### config.mk
export PLATFORM = sky130hd
export DESIGN_NAME = euclidean_rhythm_gate_flat
export DESIGN_NICKNAME = d
export VERILOG_FILES = /design/src/rtl/erg_pkg.sv /design/src/rtl/erg_stream_if.sv /design/src/rtl/erg_div_slice.sv /design/src/rtl/erg_pipe_ctl.sv /design/src/rtl/euclidean_rhythm_gate.sv /design/src/flat_wrapper.sv
export VERILOG_INCLUDE_DIRS = /design/src /design/src/rtl
export SDC_FILE = /design/constraint.sdc
export NUM_CORES = 2
export LEC_CHECK = 0
export ABC_AREA = 0
export BUFFER_PORTS_ARGS = -buffer_cell sky130_fd_sc_hd__buf_2
export CAP_MARGIN = 10
export CORE_MARGIN = 2
export CORE_UTILIZATION = 35
export DETAILED_ROUTE_END_ITERATION = 10
export GPL_ROUTABILITY_DRIVEN = 1
export PLACE_DENSITY_LB_ADDON = 0.1
export SETUP_SLACK_MARGIN = 0.02
export SLEW_MARGIN = 20
export SYNTH_ARGS = -nofsm -noshare
export SYNTH_HDL_FRONTEND = slang
export SYNTH_SLANG_ARGS = --single-unit
### constraint.sdc
create_clock -name clk -period 23.8 [get_ports clk]
set_input_delay 3.57 -clock clk [delete_from_list [all_inputs] [get_ports clk]]
set_output_delay 3.57 -clock clk [all_outputs]
set_load 0.03 [all_outputs]
### src/rtl/euclidean_rhythm_gate_assert.svh
// ----------------------------------------------------------------------------
// Euclidean rhythm gate assertion macros
// Short forms for the clocked checks of the gate pipeline. They expect clk and
// rst_n in scope.
// ----------------------------------------------------------------------------
`ifndef EUCLIDEAN_RHYTHM_GATE_ASSERT_SVH
`define EUCLIDEAN_RHYTHM_GATE_ASSERT_SVH

// Same-cycle implication, switched off while reset is held.
`define ERG_ASSERT_IMPLY(lbl, ante, cons, msg) \
  lbl: assert property (@(posedge clk) disable iff (!rst_n) (ante) |-> (cons)) \
    else $error(msg);

// Next-cycle implication, switched off while reset is held.
`define ERG_ASSERT_NEXT(lbl, ante, cons, msg) \
  lbl: assert property (@(posedge clk) disable iff (!rst_n) (ante) |=> (cons)) \
    else $error(msg);

`endif

### src/rtl/erg_pkg.sv
// ----------------------------------------------------------------------------
// Euclidean rhythm gate package
// Transaction types, register indexes and pipeline status shared by the gate.
// ----------------------------------------------------------------------------
package erg_pkg;

  localparam int MAX_STEPS_DEF = 64;
  localparam int BAR_BITS_DEF  = 16;

  localparam int CFG_IDX_W  = 3;
  localparam int CFG_DATA_W = 16;

  // register stages from capture to the output register
  localparam int NUM_STAGES = 13;

  typedef enum logic [CFG_IDX_W-1:0] {
    CFG_LOOP_BARS     = 3'd0,
    CFG_STEP_COUNT    = 3'd1,
    CFG_PULSE_COUNT   = 3'd2,
    CFG_ROTATION      = 3'd3,
    CFG_FADE_BARS_Q8  = 3'd4,
    CFG_BEATS_PER_BAR = 3'd5
  } cfg_idx_t;

  typedef struct packed {
    logic [15:0] bar_number;
    logic [11:0] beat_q8;
  } in_item_t;

  typedef struct packed {
    logic        play;
    logic [19:0] fade_beats_q8;
    logic [15:0] apply_bar;
    logic [3:0]  apply_sixteenth;
  } out_item_t;

  typedef struct packed {
    logic [NUM_STAGES-1:0] vld;
    logic [NUM_STAGES-1:0] adv;
  } pipe_stat_t;

endpackage

### src/rtl/erg_stream_if.sv
// ----------------------------------------------------------------------------
// Euclidean rhythm gate stream interface
// Valid/ready channel carrying one transaction payload.
// ----------------------------------------------------------------------------
interface erg_stream_if #(
  parameter type item_t = logic
);
  logic  valid;
  logic  ready;
  item_t payload;

  modport source (output valid, output payload, input ready);
  modport sink   (input valid, input payload, output ready);
endinterface

### src/rtl/erg_div_slice.sv
// ----------------------------------------------------------------------------
// Euclidean rhythm gate divider slice
// A few restoring division steps; chained slices form a pipelined divider.
// ----------------------------------------------------------------------------
module erg_div_slice #(
  parameter int RW  = 8,
  parameter int DW  = 8,
  parameter int QW  = 8,
  parameter int HI  = 7,
  parameter int CNT = 1
) (
  input  logic [RW-1:0] rem_i,
  input  logic [DW-1:0] den_i,
  input  logic [QW-1:0] q_i,
  output logic [RW-1:0] rem_o,
  output logic [QW-1:0] q_o
);

  localparam int WW = RW + DW + QW;

  logic [WW-1:0] r;
  logic [WW-1:0] d;
  logic [QW-1:0] q;

  // subtract the shifted divisor wherever it fits, top bit first
  always_comb begin
    r = WW'(rem_i);
    d = '0;
    q = q_i;
    for (int s = 0; s < CNT; s++) begin
      if (HI - s >= 0) begin
        d = WW'(den_i) << (HI - s);
        if (r >= d) begin
          r = r - d;
          q = q | (QW'(1) << (HI - s));
        end
      end
    end
  end

  assign rem_o = r[RW-1:0];
  assign q_o   = q;

endmodule

### src/rtl/erg_pipe_ctl.sv
// ----------------------------------------------------------------------------
// Euclidean rhythm gate pipeline control
// Valid bits for every stage and the load enables that let bubbles collapse.
// ----------------------------------------------------------------------------
module erg_pipe_ctl (
  input  logic                clk,
  input  logic                rst_n,
  input  logic                in_valid,
  input  logic                out_ready,
  output erg_pkg::pipe_stat_t stat
);

  localparam int N = erg_pkg::NUM_STAGES;

  logic [N-1:0] vld_r;
  logic [N-1:0] vld_nxt;
  logic [N-1:0] adv;
  logic [N-1:0] shifted;

  // a stage may load when the output drains or any stage from it onwards is empty
  always_comb begin
    logic [N-1:0] low;
    for (int i = 0; i < N; i++) begin
      low    = {N{1'b1}} >> (N - i);
      adv[i] = out_ready || !(&(vld_r | low));
    end
  end

  assign shifted = {vld_r[N-2:0], in_valid};

  always_comb begin
    vld_nxt = vld_r;
    for (int i = 0; i < N; i++) begin
      if (adv[i]) begin
        vld_nxt[i] = shifted[i];
      end
    end
  end

  always_ff @(posedge clk) begin
    if (!rst_n) begin
      vld_r <= '0;
    end else begin
      vld_r <= vld_nxt;
    end
  end

  assign stat.vld = vld_r;
  assign stat.adv = adv;

endmodule

### src/rtl/euclidean_rhythm_gate.sv
// ----------------------------------------------------------------------------
// Euclidean rhythm gate
// Turns a transport position into a play/mute gate following a rotated
// Euclidean rhythm, with fade length, apply bar and sixteenth of the bar.
// ----------------------------------------------------------------------------
// Takes one transaction per clock while the result side is ready or a stage
// is empty. The work runs through a 13-stage register pipeline (capture, four
// stages of bar remainder / rotation / sixteenth division, rotation sign fold
// and bar scaling, position multiply, two stages of step division, rotate and
// pulse multiply, two stages of pulse remainder, output register). When the
// result side stalls, every stage that has an empty stage ahead of it keeps
// moving, so input transactions are taken until the pipeline is full.
// Write the configuration registers only while no transaction is in flight;
// they are sampled as a transaction is captured.
// ----------------------------------------------------------------------------
`include "euclidean_rhythm_gate_assert.svh"

module euclidean_rhythm_gate #(
  parameter int MAX_STEPS = erg_pkg::MAX_STEPS_DEF,
  parameter int BAR_BITS  = erg_pkg::BAR_BITS_DEF
) (
  input  logic                           clk,
  input  logic                           rst_n,
  erg_stream_if.sink                     in_ch,
  erg_stream_if.source                   out_ch,
  input  logic                           cfg_we,
  input  logic [erg_pkg::CFG_IDX_W-1:0]  cfg_index,
  input  logic [erg_pkg::CFG_DATA_W-1:0] cfg_wdata
);

  localparam int NS    = erg_pkg::NUM_STAGES;
  localparam int BarW  = (BAR_BITS < 16) ? BAR_BITS : 16;
  localparam int NMax  = (MAX_STEPS < 127) ? MAX_STEPS : 127;
  localparam int NW    = $clog2(NMax + 1);
  localparam int BarC  = (BarW + 3) / 4;
  localparam int StepC = (NW + 1) / 2;
  localparam int CycW  = 22;
  localparam int NumW  = CycW + NW;
  localparam int ProdW = 2 * NW;

  // --------------------------------------------------------------------------
  // Configuration registers
  // --------------------------------------------------------------------------
  logic [8:0]  loop_bars_r;
  logic [6:0]  step_count_r;
  logic [6:0]  pulse_count_r;
  logic [7:0]  rotation_r;
  logic [15:0] fade_bars_q8_r;
  logic [4:0]  beats_per_bar_r;

  always_ff @(posedge clk) begin
    if (!rst_n) begin
      loop_bars_r     <= 9'd4;
      step_count_r    <= 7'd16;
      pulse_count_r   <= 7'd0;
      rotation_r      <= 8'd0;
      fade_bars_q8_r  <= 16'd0;
      beats_per_bar_r <= 5'd4;
    end else if (cfg_we) begin
      case (erg_pkg::cfg_idx_t'(cfg_index))
        erg_pkg::CFG_LOOP_BARS:     loop_bars_r     <= cfg_wdata[8:0];
        erg_pkg::CFG_STEP_COUNT:    step_count_r    <= cfg_wdata[6:0];
        erg_pkg::CFG_PULSE_COUNT:   pulse_count_r   <= cfg_wdata[6:0];
        erg_pkg::CFG_ROTATION:      rotation_r      <= cfg_wdata[7:0];
        erg_pkg::CFG_FADE_BARS_Q8:  fade_bars_q8_r  <= cfg_wdata[15:0];
        erg_pkg::CFG_BEATS_PER_BAR: beats_per_bar_r <= cfg_wdata[4:0];
        default: ;  // drop writes beyond the register list
      endcase
    end
  end

  // --------------------------------------------------------------------------
  // Pipeline control
  // --------------------------------------------------------------------------
  erg_pkg::pipe_stat_t stat;
  logic [NS-1:0]       vld;
  logic [NS-1:0]       adv;

  erg_pipe_ctl u_ctl (
    .clk       (clk),
    .rst_n     (rst_n),
    .in_valid  (in_ch.valid),
    .out_ready (out_ch.ready),
    .stat      (stat)
  );

  assign vld         = stat.vld;
  assign adv         = stat.adv;
  assign in_ch.ready = adv[0];

  // --------------------------------------------------------------------------
  // Stage 0: capture and normalise the operands
  // --------------------------------------------------------------------------
  logic [4:0]  bpb_nxt;
  logic [8:0]  lb_nxt;
  logic [6:0]  sc_nxt;
  logic [NW-1:0] n_nxt;
  logic [12:0] bar_units;
  logic [11:0] beat_nxt;
  logic [7:0]  rabs_nxt;
  logic [20:0] fade_prod;
  logic [19:0] fade_nxt;

  always_comb begin
    // zero acts as one for beats per bar, loop length and step count
    bpb_nxt   = (beats_per_bar_r == '0) ? 5'd1 : beats_per_bar_r;
    lb_nxt    = (loop_bars_r == '0) ? 9'd1 : loop_bars_r;
    sc_nxt    = (step_count_r == '0) ? 7'd1 : step_count_r;
    n_nxt     = (sc_nxt > 7'(NMax)) ? NW'(NMax) : sc_nxt[NW-1:0];
    // clamp a beat past the end of the bar to its last unit
    bar_units = {bpb_nxt, 8'h00};
    beat_nxt  = (13'(in_ch.payload.beat_q8) >= bar_units) ? 12'(bar_units - 13'd1)
                                                          : in_ch.payload.beat_q8;
    rabs_nxt  = rotation_r[7] ? 8'(8'd0 - rotation_r) : rotation_r;
    // the fade product takes the raw beats per bar and saturates
    fade_prod = 21'(fade_bars_q8_r) * 21'(beats_per_bar_r);
    fade_nxt  = fade_prod[20] ? 20'hFFFFF : fade_prod[19:0];
  end

  logic [15:0]   bar_out_r [0:NS-1];
  logic [19:0]   fade_r    [0:NS-1];
  logic [NW-1:0] n_r       [0:NS-1];
  logic [6:0]    k_r       [0:NS-1];
  logic [4:0]    bpb_r     [0:4];
  logic [8:0]    lb_r      [0:4];
  logic [11:0]   beat_r    [0:5];
  logic          rneg_r    [0:4];
  logic [7:0]    rabs_r;

  always_ff @(posedge clk) begin
    if (adv[0]) begin
      bar_out_r[0] <= 16'(in_ch.payload.bar_number[BarW-1:0]);
      fade_r[0]    <= fade_nxt;
      n_r[0]       <= n_nxt;
      k_r[0]       <= pulse_count_r;
      bpb_r[0]     <= bpb_nxt;
      lb_r[0]      <= lb_nxt;
      beat_r[0]    <= beat_nxt;
      rneg_r[0]    <= rotation_r[7];
      rabs_r       <= rabs_nxt;
    end
  end

  // Advance the fields that ride along to the output untouched.
  for (genvar s = 1; s < NS; s++) begin : g_carry
    always_ff @(posedge clk) begin
      if (adv[s]) begin
        bar_out_r[s] <= bar_out_r[s-1];
        fade_r[s]    <= fade_r[s-1];
        n_r[s]       <= n_r[s-1];
        k_r[s]       <= k_r[s-1];
      end
    end
  end

  for (genvar s = 1; s <= 4; s++) begin : g_carry_front
    always_ff @(posedge clk) begin
      if (adv[s]) begin
        bpb_r[s]  <= bpb_r[s-1];
        lb_r[s]   <= lb_r[s-1];
        rneg_r[s] <= rneg_r[s-1];
      end
    end
  end

  for (genvar s = 1; s <= 5; s++) begin : g_carry_beat
    always_ff @(posedge clk) begin
      if (adv[s]) begin
        beat_r[s] <= beat_r[s-1];
      end
    end
  end

  // --------------------------------------------------------------------------
  // Stages 1-4: bar modulo loop length, rotation modulo step count, and the
  // sixteenth of the bar, each a few restoring steps per stage
  // --------------------------------------------------------------------------
  logic [BarW-1:0] bar_rem_r [1:4];
  logic [7:0]      rot_rem_r [1:4];
  logic [11:0]     six_rem_r [1:4];
  logic [3:0]      six_q_r   [1:NS-1];
  logic [13:0]     d_r       [1:7];

  for (genvar j = 0; j < 4; j++) begin : g_front_div
    logic [BarW-1:0] bar_in;
    logic [BarW-1:0] bar_out;
    logic [7:0]      rot_in;
    logic [7:0]      rot_out;
    logic [11:0]     six_in;
    logic [11:0]     six_out;
    logic [3:0]      sixq_in;
    logic [3:0]      sixq_out;

    if (j == 0) begin : g_first
      assign bar_in  = bar_out_r[0][BarW-1:0];
      assign rot_in  = rabs_r;
      assign six_in  = beat_r[0];
      assign sixq_in = '0;
    end else begin : g_next
      assign bar_in  = bar_rem_r[j];
      assign rot_in  = rot_rem_r[j];
      assign six_in  = six_rem_r[j];
      assign sixq_in = six_q_r[j];
    end

    erg_div_slice #(
      .RW(BarW), .DW(9), .QW(BarW), .HI(BarW - 1 - j * BarC), .CNT(BarC)
    ) u_bar (
      .rem_i(bar_in), .den_i(lb_r[j]), .q_i('0), .rem_o(bar_out), .q_o()
    );

    erg_div_slice #(
      .RW(8), .DW(NW), .QW(8), .HI(7 - 2 * j), .CNT(2)
    ) u_rot (
      .rem_i(rot_in), .den_i(n_r[j]), .q_i('0), .rem_o(rot_out), .q_o()
    );

    erg_div_slice #(
      .RW(12), .DW(9), .QW(4), .HI(3 - j), .CNT(1)
    ) u_six (
      .rem_i(six_in), .den_i({bpb_r[j], 4'h0}), .q_i(sixq_in),
      .rem_o(six_out), .q_o(sixq_out)
    );

    always_ff @(posedge clk) begin
      if (adv[j+1]) begin
        bar_rem_r[j+1] <= bar_out;
        rot_rem_r[j+1] <= rot_out;
        six_rem_r[j+1] <= six_out;
        six_q_r[j+1]   <= sixq_out;
      end
    end
  end

  // Loop length in bar units divided by 256: the step divisor.
  always_ff @(posedge clk) begin
    if (adv[1]) begin
      d_r[1] <= 14'(lb_r[0]) * 14'(bpb_r[0]);
    end
  end

  for (genvar s = 2; s <= 7; s++) begin : g_carry_den
    always_ff @(posedge clk) begin
      if (adv[s]) begin
        d_r[s] <= d_r[s-1];
      end
    end
  end

  for (genvar s = 5; s < NS; s++) begin : g_carry_six
    always_ff @(posedge clk) begin
      if (adv[s]) begin
        six_q_r[s] <= six_q_r[s-1];
      end
    end
  end

  // --------------------------------------------------------------------------
  // Stage 5: fold the rotation sign, scale the wrapped bar
  // --------------------------------------------------------------------------
  logic [NW-1:0] rot_mod_r [5:8];
  logic [NW-1:0] rot_mod_nxt;
  logic [13:0]   bmb_r;

  always_comb begin
    if (rneg_r[4] && (rot_rem_r[4] != '0)) begin
      rot_mod_nxt = n_r[4] - rot_rem_r[4][NW-1:0];
    end else begin
      rot_mod_nxt = rot_rem_r[4][NW-1:0];
    end
  end

  always_ff @(posedge clk) begin
    if (adv[5]) begin
      rot_mod_r[5] <= rot_mod_nxt;
      bmb_r        <= 14'(bar_rem_r[4]) * 14'(bpb_r[4]);
    end
  end

  for (genvar s = 6; s <= 8; s++) begin : g_carry_rot
    always_ff @(posedge clk) begin
      if (adv[s]) begin
        rot_mod_r[s] <= rot_mod_r[s-1];
      end
    end
  end

  // --------------------------------------------------------------------------
  // Stage 6: position within the cycle times the step count
  // --------------------------------------------------------------------------
  logic [CycW-1:0] cyc;
  logic [NumW-1:0] num_r [6:7];

  assign cyc = {bmb_r, 8'h00} + CycW'(beat_r[5]);

  always_ff @(posedge clk) begin
    if (adv[6]) begin
      num_r[6] <= NumW'(cyc) * NumW'(n_r[5]);
    end
  end

  // --------------------------------------------------------------------------
  // Stages 7-8: step index as the quotient by the cycle length
  // --------------------------------------------------------------------------
  logic [NW-1:0]   step_q_r [7:8];
  logic [NumW-1:0] step_rem_a;
  logic [NW-1:0]   step_q_a;
  logic [NW-1:0]   step_q_b;

  erg_div_slice #(
    .RW(NumW), .DW(CycW), .QW(NW), .HI(NW - 1), .CNT(StepC)
  ) u_step_a (
    .rem_i(num_r[6]), .den_i({d_r[6], 8'h00}), .q_i('0),
    .rem_o(step_rem_a), .q_o(step_q_a)
  );

  erg_div_slice #(
    .RW(NumW), .DW(CycW), .QW(NW), .HI(NW - 1 - StepC), .CNT(StepC)
  ) u_step_b (
    .rem_i(num_r[7]), .den_i({d_r[7], 8'h00}), .q_i(step_q_r[7]),
    .rem_o(), .q_o(step_q_b)
  );

  always_ff @(posedge clk) begin
    if (adv[7]) begin
      num_r[7]    <= step_rem_a;
      step_q_r[7] <= step_q_a;
    end
    if (adv[8]) begin
      step_q_r[8] <= step_q_b;
    end
  end

  // --------------------------------------------------------------------------
  // Stage 9: rotate the step and multiply by the effective pulse count
  // --------------------------------------------------------------------------
  logic [NW:0]      rot_sum;
  logic [NW-1:0]    rotated;
  logic [NW-1:0]    keff;
  logic [ProdW-1:0] prod_r;

  always_comb begin
    rot_sum = (NW+1)'(step_q_r[8]) + (NW+1)'(rot_mod_r[8]);
    if (rot_sum >= (NW+1)'(n_r[8])) begin
      rotated = NW'(rot_sum - (NW+1)'(n_r[8]));
    end else begin
      rotated = rot_sum[NW-1:0];
    end
    keff = (k_r[8] >= 7'(n_r[8])) ? n_r[8] : k_r[8][NW-1:0];
  end

  always_ff @(posedge clk) begin
    if (adv[9]) begin
      prod_r <= ProdW'(rotated) * ProdW'(keff);
    end
  end

  // --------------------------------------------------------------------------
  // Stages 10-11: product modulo the step count
  // --------------------------------------------------------------------------
  logic [ProdW-1:0] prem_r [10:11];
  logic [ProdW-1:0] prem_a;
  logic [ProdW-1:0] prem_b;

  erg_div_slice #(
    .RW(ProdW), .DW(NW), .QW(NW), .HI(NW - 1), .CNT(StepC)
  ) u_pmod_a (
    .rem_i(prod_r), .den_i(n_r[9]), .q_i('0), .rem_o(prem_a), .q_o()
  );

  erg_div_slice #(
    .RW(ProdW), .DW(NW), .QW(NW), .HI(NW - 1 - StepC), .CNT(StepC)
  ) u_pmod_b (
    .rem_i(prem_r[10]), .den_i(n_r[10]), .q_i('0), .rem_o(prem_b), .q_o()
  );

  always_ff @(posedge clk) begin
    if (adv[10]) begin
      prem_r[10] <= prem_a;
    end
    if (adv[11]) begin
      prem_r[11] <= prem_b;
    end
  end

  // --------------------------------------------------------------------------
  // Stage 12: Euclidean test and output register
  // A step hits where (r*k mod n) + k reaches n; no pulses never hits, and a
  // pulse count at or above the step count always hits.
  // --------------------------------------------------------------------------
  logic play_nxt;
  logic play_r;

  always_comb begin
    if (k_r[11] == '0) begin
      play_nxt = 1'b0;
    end else if (k_r[11] >= 7'(n_r[11])) begin
      play_nxt = 1'b1;
    end else begin
      play_nxt = (8'(prem_r[11]) + 8'(k_r[11])) >= 8'(n_r[11]);
    end
  end

  always_ff @(posedge clk) begin
    if (adv[12]) begin
      play_r <= play_nxt;
    end
  end

  assign out_ch.valid                   = vld[12];
  assign out_ch.payload.play            = play_r;
  assign out_ch.payload.fade_beats_q8   = fade_r[12];
  assign out_ch.payload.apply_bar       = bar_out_r[12];
  assign out_ch.payload.apply_sixteenth = six_q_r[12];

  // --------------------------------------------------------------------------
  // Assertions
  // --------------------------------------------------------------------------
  `ERG_ASSERT_NEXT(a_count_held,
    !(in_ch.valid && in_ch.ready) && !(out_ch.valid && out_ch.ready),
    $stable($countones(vld)), "transaction lost or duplicated in pipeline")
  `ERG_ASSERT_IMPLY(a_bubble_ready, !(&vld), in_ch.ready,
    "input stalled with a bubble in the pipeline")
  `ERG_ASSERT_IMPLY(a_bar_rem_range, vld[4], 32'(bar_rem_r[4]) < 32'(lb_r[4]),
    "bar remainder not below loop length")
  `ERG_ASSERT_IMPLY(a_step_range, vld[8], step_q_r[8] < n_r[8],
    "step index not below step count")
  `ERG_ASSERT_IMPLY(a_pulse_rem_range, vld[11], prem_r[11] < ProdW'(n_r[11]),
    "pulse remainder not below step count")

endmodule

### src/flat_wrapper.sv
// flat-port wrapper written by rule: the top's interface ports become plain ports
module euclidean_rhythm_gate_flat import erg_pkg::*;
#(
  parameter int MAX_STEPS = erg_pkg::MAX_STEPS_DEF,
  parameter int BAR_BITS  = erg_pkg::BAR_BITS_DEF
)
  (clk, rst_n, cfg_we, cfg_index, cfg_wdata, in_ch_valid, in_ch_payload, in_ch_ready, out_ch_valid, out_ch_payload, out_ch_ready);
  erg_stream_if #(.item_t(in_item_t)) in_ch_i ();
  erg_stream_if #(.item_t(out_item_t)) out_ch_i ();
  input  logic clk;
  input  logic rst_n;
  input  logic cfg_we;
  input  logic [erg_pkg::CFG_IDX_W-1:0] cfg_index;
  input  logic [erg_pkg::CFG_DATA_W-1:0] cfg_wdata;
  input wire logic [$bits(in_ch_i.valid)-1:0] in_ch_valid;
  input wire logic [$bits(in_ch_i.payload)-1:0] in_ch_payload;
  output wire logic [$bits(in_ch_i.ready)-1:0] in_ch_ready;
  output wire logic [$bits(out_ch_i.valid)-1:0] out_ch_valid;
  output wire logic [$bits(out_ch_i.payload)-1:0] out_ch_payload;
  input wire logic [$bits(out_ch_i.ready)-1:0] out_ch_ready;
  assign in_ch_i.valid = in_ch_valid;
  assign in_ch_i.payload = in_ch_payload;
  assign in_ch_ready = in_ch_i.ready;
  assign out_ch_valid = out_ch_i.valid;
  assign out_ch_payload = out_ch_i.payload;
  assign out_ch_i.ready = out_ch_ready;
  euclidean_rhythm_gate #(.MAX_STEPS(MAX_STEPS), .BAR_BITS(BAR_BITS)) u_core (.clk(clk), .rst_n(rst_n), .in_ch(in_ch_i), .out_ch(out_ch_i), .cfg_we(cfg_we), .cfg_index(cfg_index), .cfg_wdata(cfg_wdata));
endmodule
==> impl_metrics.csv <==
group,metric,value,unit
run_status,status,"finished, final reports clean",
worst_setup_path,endpoint_kind,"flip-flop",
cts,cts_made_buffers,141,
sta,rsz0062_at_grt,"false",
logic_synthesis,synth.most_common_cell,"edfxtp_1",
logic_synthesis,synth_top_area_share,48.48,%
logic_synthesis,yosys-top-cells-area,"edfxtp_1, ha_1, fa_1",
cts,insertion_delay,790,ps
die,die_w,456.7,um
worst_hold_path,holdCritPathClass,"reg2reg",
die,fp.dieH,456.7,um
global_routing,grt_pass1_wl,260.0,mm
die,core.rowCount,166,
worst_setup_path,criticalPathCategory,"reg2reg",
layout,layout-drive-gt1-share,8.109,%
cts,post-cts-setup-buffers,0,
run,max_cap_violations,0,
detailed_routing,wl_per_cell,17.96,um
die,start_util,35.13,%
sta,clock_skew,54.17,ps
placement,preCtsSetupSlack,10890,ps
placement,place.gp.congestion,0.8480,
global_routing,grt_overflow,0,
sta,setup_slack,10840,ps
detailed_routing,firstDrtPassIters,7,
cts,root_buffer,"clkbuf_16",
die,core-area,204200,um2
global_routing,antenna_found_initial,10,
logic_synthesis,avgSynthCellArea,11.60,um2
detailed_routing,wl,163.9,mm
worst_setup_path,cp-start-kind,"flip-flop",
global_routing,grtUsageTotal,15.75,%
logic_synthesis,syn_inst,6185,
worst_setup_path,cp.required,24290,ps
worst_setup_path,cp.arrival,13450,ps
logic_synthesis,synth_flop_cell,"edfxtp_1",
die,io_pins,95,
global_routing,grt_max_degree,74,
layout,syn_to_final_growth,11.63,%
logic_synthesis,synth_area,71730,um2
worst_setup_path,path_max_fanout,29,
detailed_routing,dr_total_vias,45070,
logic_synthesis,ys_seq_area_share,50.29,%
sta,hold_viol_final,0,
cts,cts_max_path_buffers,3,
cts,cts-hold-fix-buffers,0,
worst_setup_path,crit_path_frequent_cell,"o21ai_0",
layout,layout.nets,7201,
detailed_routing,drcViolationCount,0,
logic_synthesis,synth_top_area_cell,"edfxtp_1",
logic_synthesis,ys_seq_elements,1223,
placement,dpl.hpwl,124.1,mm
sta,period_share,54.46,%
global_routing,grt_pass1_vias,46040,
cts,cts_sinks,1223,
logic_synthesis,ys_types,110,
detailed_routing,drtIter0Drc,2647,
placement,port_buffers,94,
sta,setup_viol,0,
logic_synthesis,async_reset_ff_share,0,%
sta,setup_tns,0,ps
sta,finalMaxSlewViolations,0,
detailed_routing,via_per_inst,4.938,
logic_synthesis,synth_common_cells,"edfxtp_1, nand2_1, inv_1",
sta,fmaxAchievable,0.07715,GHz
sta,slew_headroom,30.88,%
worst_setup_path,cpPeakStageDelay,740,ps
cts,cts.repair.resized,0,
cts,htreeDepth,4,
logic_synthesis,synth_edf_count,1158,
die,dieArea,208600,um2
cts,cts_tree,"yes",
logic_synthesis,synth_fp_nets,7062,
sta,finalCriticalPeriod,12960,ps
sta,tightest_slew,1037,ps
detailed_routing,postRouteAntennaNets,0,
worst_setup_path,slowest_stage,"and2b_1",
logic_synthesis,ys_warn_count,0,
cts,path_clk_slew,60,ps
==> critical path, delay by kind of cell, from the launching register on <==
| family | cells | cell delay [ps] |
|---|---|---|
| buffers and inverters | 5 | 1360 |
| flip-flops | 1 | 410 |
| multiplexers | 1 | 410 |
| adder cells (fa/ha/maj) | 4 | 1640 |
| AND/OR/NAND/NOR | 14 | 2860 |
| AO/OA/AOI/OAI | 26 | 5960 |
==> worst paths after layout <==
path	slack, ps	from	endpoint	cells after the start
worst max-delay path	10840	u_core.d_r[6][1]$_DFFE_PP_	u_core.num_r[3][52]$_DFFE_PP_	50
worst min-delay path	400	u_core.bar_out_r[0][61]$_DFFE_PP_	u_core.bar_out_r[0][77]$_DFFE_PP_	0
worst max register to register	10840	u_core.d_r[6][1]$_DFFE_PP_	u_core.num_r[3][52]$_DFFE_PP_	50
worst min register to register	400	u_core.bar_out_r[0][61]$_DFFE_PP_	u_core.bar_out_r[0][77]$_DFFE_PP_	0
==> final cells by class <==
type,instances,area [um2]
Tap cell,2688,3363
Fill cell,19650,124100
Timing Repair Buffer,127,728.2
Clock buffer,165,3628
Sequential cell,1223,36070
Clock inverter,91,1135
Inverter,590,2230
Antenna cell,1,2.502
Multi-Input combinational cell,4241,32910
==> cell usage in the layout (no fill, tap or decap), types with 78 or more instances in the layout <==
master / count
a21o_1: 120
and2_1: 169
nand3_1: 78
a21oi_1: 359
nor3_1: 78
nor2b_1: 135
edfxtp_1: 1158
xnor2_1: 223
o21ai_0: 278
inv_1: 577
xor2_1: 85
nand2b_1: 102
ha_1: 568
clkbuf_16: 141
fa_1: 257
buf_2: 93
nand2_1: 611
nor2_1: 334
==> cells by family (layout without fill, tap and decap cells) <==
| logic type | after synthesis | in the layout | share of synthesized area [%] |
|---|---|---|---|
| compound gates | 1174 | 1174 | 10.45 |
| xor+xnor | 308 | 308 | 3.761 |
| fa+ha+maj | 825 | 825 | 17.08 |
| buf+inv | 721 | 973 | 3.920 |
| flops | 1223 | 1223 | 50.29 |
| mux | 130 | 130 | 1.994 |
| other cells | 0 | 1 | 0 |
| simple gates | 1804 | 1804 | 12.50 |
==> registers in the layout, summed over array words and instances (netlist names), 25 cells and up <==
signal / flops
u_core.fade_r: 260
u_core.bar_out_r: 208
u_core.d_r: 98
u_core.k_r: 84
u_core.n_r: 84
u_core.beat_r: 72
u_core.num_r: 58
u_core.six_q_r: 42
u_core.bar_rem_r: 38
u_core.lb_r: 36
u_core.rot_rem_r: 32
u_core.rot_mod_r: 28
u_core.bpb_r: 25
==> routing by layer <==
layer	track usage, %	vias to the layer above	wire, um
met4	3.982	0	3463
met2	26.36	615	77750
met5	0	-	0
met1	21.40	21880	77700
li1	-	22360	-
met3	2.227	212	5011
==> stage by stage <==
step | util [%] | cells | area (um2) | hold slack, ps
after floorplan | - | 6185 | 71730 | 400.3
after global placement | 36.87 | 8869 | 75280 | 400.4
after detailed placement | 36.88 | 8869 | 75290 | 404.5
after CTS | 39.21 | 9125 | 80060 | 403.9
after global routing | 39.22 | 9126 | 80070 | 411.1
final | 39.22 | 9126 | 80070 | 398.2
Power is left out: the tool's default activity adds up to more than one toggle a clock period on the data nets, which glitch-free logic cannot reach.
